### config.mk
export PLATFORM = sky130hd
export DESIGN_NAME = rgb_ram
export DESIGN_NICKNAME = d
export VERILOG_FILES = /design/src/design/rgb_ram.sv
export SDC_FILE = /design/constraint.sdc
export NUM_CORES = 2
export LEC_CHECK = 0
export ABC_AREA = 1
export BUFFER_PORTS_ARGS = -buffer_cell sky130_fd_sc_hd__buf_2
export CAP_MARGIN = 20
export CORE_UTILIZATION = 55
export DETAILED_ROUTE_END_ITERATION = 8
export GPL_TIMING_DRIVEN = 0
export PLACE_DENSITY_LB_ADDON = 0.1
export SLEW_MARGIN = 20
export SYNTH_ARGS = -nofsm -noshare
export SYNTH_HDL_FRONTEND = slang
export SYNTH_SLANG_ARGS = --single-unit
### constraint.sdc
create_clock -name clk -period 3.6 [get_ports clk]
set_input_delay 0.72 -clock clk [delete_from_list [all_inputs] [get_ports clk]]
set_output_delay 0.72 -clock clk [all_outputs]
set_load 0.005 [all_outputs]
### src/design/rgb_ram.sv
// Generic simple dual-port RAM with registered read.
module rgb_ram #(
    parameter int WIDTH = 8,
    parameter int DEPTH = 256
) (
    input  logic                     clk,
    input  logic                     we,
    input  logic [$clog2(DEPTH)-1:0] waddr,
    input  logic [WIDTH-1:0]         wdata,
    input  logic [$clog2(DEPTH)-1:0] raddr,
    output logic [WIDTH-1:0]         rdata
);

    logic [WIDTH-1:0] mem_reg [DEPTH];
    logic [WIDTH-1:0] rdata_reg;

    always_ff @(posedge clk)
    begin
        if (we)
        begin
            mem_reg[waddr] <= wdata;
        end
        rdata_reg <= mem_reg[raddr];
    end

    assign rdata = rdata_reg;

endmodule

# After elaboration in Yosys (flattened, before gate mapping)
# Memory sizes are Yosys's and may differ from the RTL's. A register that Yosys moved wholly into a read port is not among the register bits.
# Index checks and enable logic that the tools add are counted.
word_totals:
  ff_bits: 0
  latchBits: 0
  ramBits: 2048
  mem_bits_ro: 0
  inputBits: 26
  output_inout_bits: 8
  wordCells: 3
  mem_count: 1
memory_table:
  columns: ["memory", "words", "width", "read_ports", "rd_clocked_by_memory_dff", "wr", "line", "rtl"]
  rows:
  - ["mem_reg", 256, 8, 1, 1, 1, "14", "logic [WIDTH-1:0] mem_reg [DEPTH];"]
op_classes:
  addsub: 0
  mul: 0
  div: 0
  magnitude_cmp: 0
  n_eq_ne: 0
  n_shift: 0
  muxes: 2
  bitwise: 0
  n_reduce_logical: 0
ops:
  columns: ["operator", "n"]
  rows:
  - ["1-bit two-way mux", 2]

# Longest topological paths before layout
logic_depth:
  depth_word: 2
  depth_mapped: 15
  ltp_nobuf: 11

# Worst setup path after synthesis
# Ideal clock, no wire load.
synth_path:
  path_kind: "in2reg"
  start: "input we"
  end: "memory mem_reg[162][0] (enable)"
  setup_ps: 370
  arrival_ps: 1841
  t_required_ps: 3230
  setup_slack_ps: 1389
  stages: 4
  path_buffers: 2
  path_cell_list: "clkbuf_1 -> nand3_1 -> clkbuf_1 -> nor2_1"
synth_via:
  elab_chain_cells: 2
synth_lines:
  columns: ["item", "line", "rtl"]
  rows:
  - ["start: declaration", "7", "input logic we,"]
  - ["1-bit two-way mux", "19", "if (we)"]
  - ["1-bit two-way mux (implied by the code)", "21", "mem_reg[waddr] <= wdata;"]
  - ["end: declaration", "14", null]
# Every way passes these cells.

==> flow_summary.ini <==
[cts]
cts_sinks = 2056
tritoncts = built
clkTransAtPathRegs_ns = 0.06
htree_num_levels = 4
post_cts_buffers = 0
cts_made_buffers = 203
clk-insertion-delay-late_ns = 0.83
cts_root_buf = clkbuf_16
post_cts_resize_count = 0
cts_max_path_buffers = 3
ctsHoldBuffers = 0

[critical_path]
max_stage_delay_ns = 0.91
endpoint_kind = register
crit_top_cell = nand3_1
crit_type = in2reg
cp-start-kind = primary input
crit_arrival_ns = 4.50
path_buf_inv = 3
cp_max_fo = 10
cp.required_ns = 4.28
cp_slowest_cell = buf_1
crit_chain = buf_4, buf_2, buf_1, nand3_1, nand3_1, nand3_1, nand3_1, nand3_1, nand3_1, nand2_1, nand2_1, nand2_1
cp_top_family = buffers and inverters

[floorplan]
io_pins = 34
die_x_um = 391.4
start_util_pct = 55.55
die_area_mm2 = 0.1532
fp-row-count = 142
fp.dieH_um = 391.4
core_mm2 = 0.1501

[pwr]
p_switching_mw = 12.57
ir_worst_vdd_v = 0.0005346
p_int_mw = 38.40
comb_power_share_pct = 7.8
p_leak_nw = 32.79
p_clk_share_pct = 40.4
p_sw_share_pct = 24.66
pwr_density_cell_mw_per_mm2 = 545.9
seqPwrFrac_pct = 51.8

[synth]
ys_ff_latch = 2056
synth_top_area_share_pct = 73.74
ys_seq_area_share_pct = 73.94
syn_area_per_cell_um2 = 11.91
yosysWarnings = 0
synth_cell_types = 14
syn_inst = 7003
yosys.area.top_type = edfxtp_1
synth_fp_nets = 7029
netlist_area_mm2 = 0.08340
synth.top_cells.by_area = edfxtp_1 (74%), nand3_1 (12%), nand2_1 (9.6%), buf_2 (1.6%), nor2_1 (1.3%)

[sta]
finalSetupViolCount = 7
worst_pin_slew_ns = 1.336
grt_setup_unrepaired = false
hold_viol = 0
tns_ns = -0.7903
holdWs_ns = 0.1719
skew_ns = 0.02234
finalMaxSlewViolations = 0
fmax_mhz = 261.8
relSlewSlack_pct = 10.91
finalCritPeriodShare_pct = 106.1
layout_setup_ws_ns = -0.2192
layout_min_cycle_time_ns = 3.819

[grt]
grt_util_all_layers_pct = 45.14
met3_usage_pct = 14.18
grt_pass1_wl_um = 462200
use_met1_pct = 58.16
grt_max_degree = 132
use_met2_pct = 65.63
antenna_found_initial = 22
busiest_layer = met2
grt_overflow = 0
grt_pass1_vias = 56418

[routing]
post_drt_wl_per_cell_um = 36.66
via_per_inst = 6.561
drt_iter0_drc = 10263
dr.pass1.iters = 8
drc = 0
vias = 62090
ant_nets = 0
wirelength_um = 346900

[finish]
stdcell_area_mm2 = 0.09338
final_cells = 9464
nNetsFinal = 7298
largest_reg_flops = 2048
layout-drive-gt1-share_pct = 10.26
area_growth_pct = 11.97

[placed_design]
dp.cells = 9078
routabilityCongestion = 1.051
dpl_cell_area_mm2 = 0.08705
dpl.hpwl_um = 238700
io_buffers = 26

[run_status]
outcome = finished with violations
violations = negative setup slack

[job]
drv_cap = 0

[min_path]
hp-class = in2reg
==> cell usage after synthesis <==
library cell and n:
inv_1 36, buf_8 1, nor2_1 283, buf_4 46, buf_6 16, buf_1 40
buf_2 268, nand2_1 2123, inv_2 2, clkbuf_1 112, nand3_1 2019, edfxtp_1 2048
dfxtp_1 8, inv_4 1
==> path summary, 6_finish.rpt <==
path,start,endpoint,slack (ns),cells after the start
setup / recovery,raddr[1],rdata[1],-0.22,12
hold / removal,wdata[7],mem_reg[78][7],0.17,1
setup reg to reg,mem_reg[96][4],rdata[4],1.24,10
hold reg to reg,mem_reg[22][7],rdata[7],1.15,10
==> worst register-to-register path, stage by stage, from the launching register on <==
cell and delay, ns:
edfxtp_1 0.37, nand2_1 0.07, nand3_1 0.07, nand3_1 0.17, nand3_1 0.23, nand3_1 0.22, nand3_1 0.21, nand3_1 0.37
nand2_1 0.21, nand2_1 0.10, nand2_1 0.16
==> area by class of cell <==
type / count / area (um^2)
Clock inverter: 105 / 804.5
Fill cell: 11924 / 56750
Inverter: 39 / 148.9
Timing Repair Buffer: 64 / 993.5
Multi-Input combinational cell: 4425 / 19300
Sequential cell: 2056 / 61660
Buffer: 483 / 2505
Clock buffer: 266 / 5423
Antenna cell: 10 / 25.02
Tap cell: 2016 / 2522
==> through the flow <==
step	utilization [%]	power, mW	setup slack, ns
3_5_place_dp	57.98	30.67	-0.7564
4_1_cts	62.13	50.53	0.1100
3_3_place_gp	57.32	30.65	-1.993
6_report	62.20	50.97	-0.2192
5_1_grt	62.18	51.61	0.06066
2_1_floorplan	-	28.54	1.389
==> kinds of logic after synthesis <==
group	share of synthesized area [%]
buffers and inverters	3.119
AND/OR/NAND/NOR	22.95
flip-flops	73.94
==> power by group through the flow <==
stage	registers, mW	clock network [mW]	logic, mW
final	26.4	20.6	4.00
after detailed placement	26.9	0	3.77
after floorplan	26.9	0	1.63
after global placement	27.0	0	3.63
after global routing	26.4	21.2	4.01
after CTS	26.4	20.4	3.78
==> routing by layer <==
metal | share of wire, % | vias to the layer above | wire length, um
met3 | 14 | 1176 | 48180
met5 | 0.022 | - | 78
met2 | 43 | 5195 | 148900
met4 | 8.0 | 12 | 27910
met1 | 35 | 30288 | 121900
li1 | - | 25419 | -
==> cell usage in the layout, fill, tap and decap left out, drive strengths merged <==
master / netlist / final
bufinv: 0 / 9
clkinv: 0 / 89
clkbuf: 112 / 379
nor2: 283 / 283
diode: 0 / 10
dfxtp: 8 / 8
edfxtp: 2048 / 2048
nand3: 2019 / 2019
buf: 371 / 434
inv: 39 / 45
nand2: 2123 / 2123
clkinvlp: 0 / 1
(Power assumes the default switching activity.)
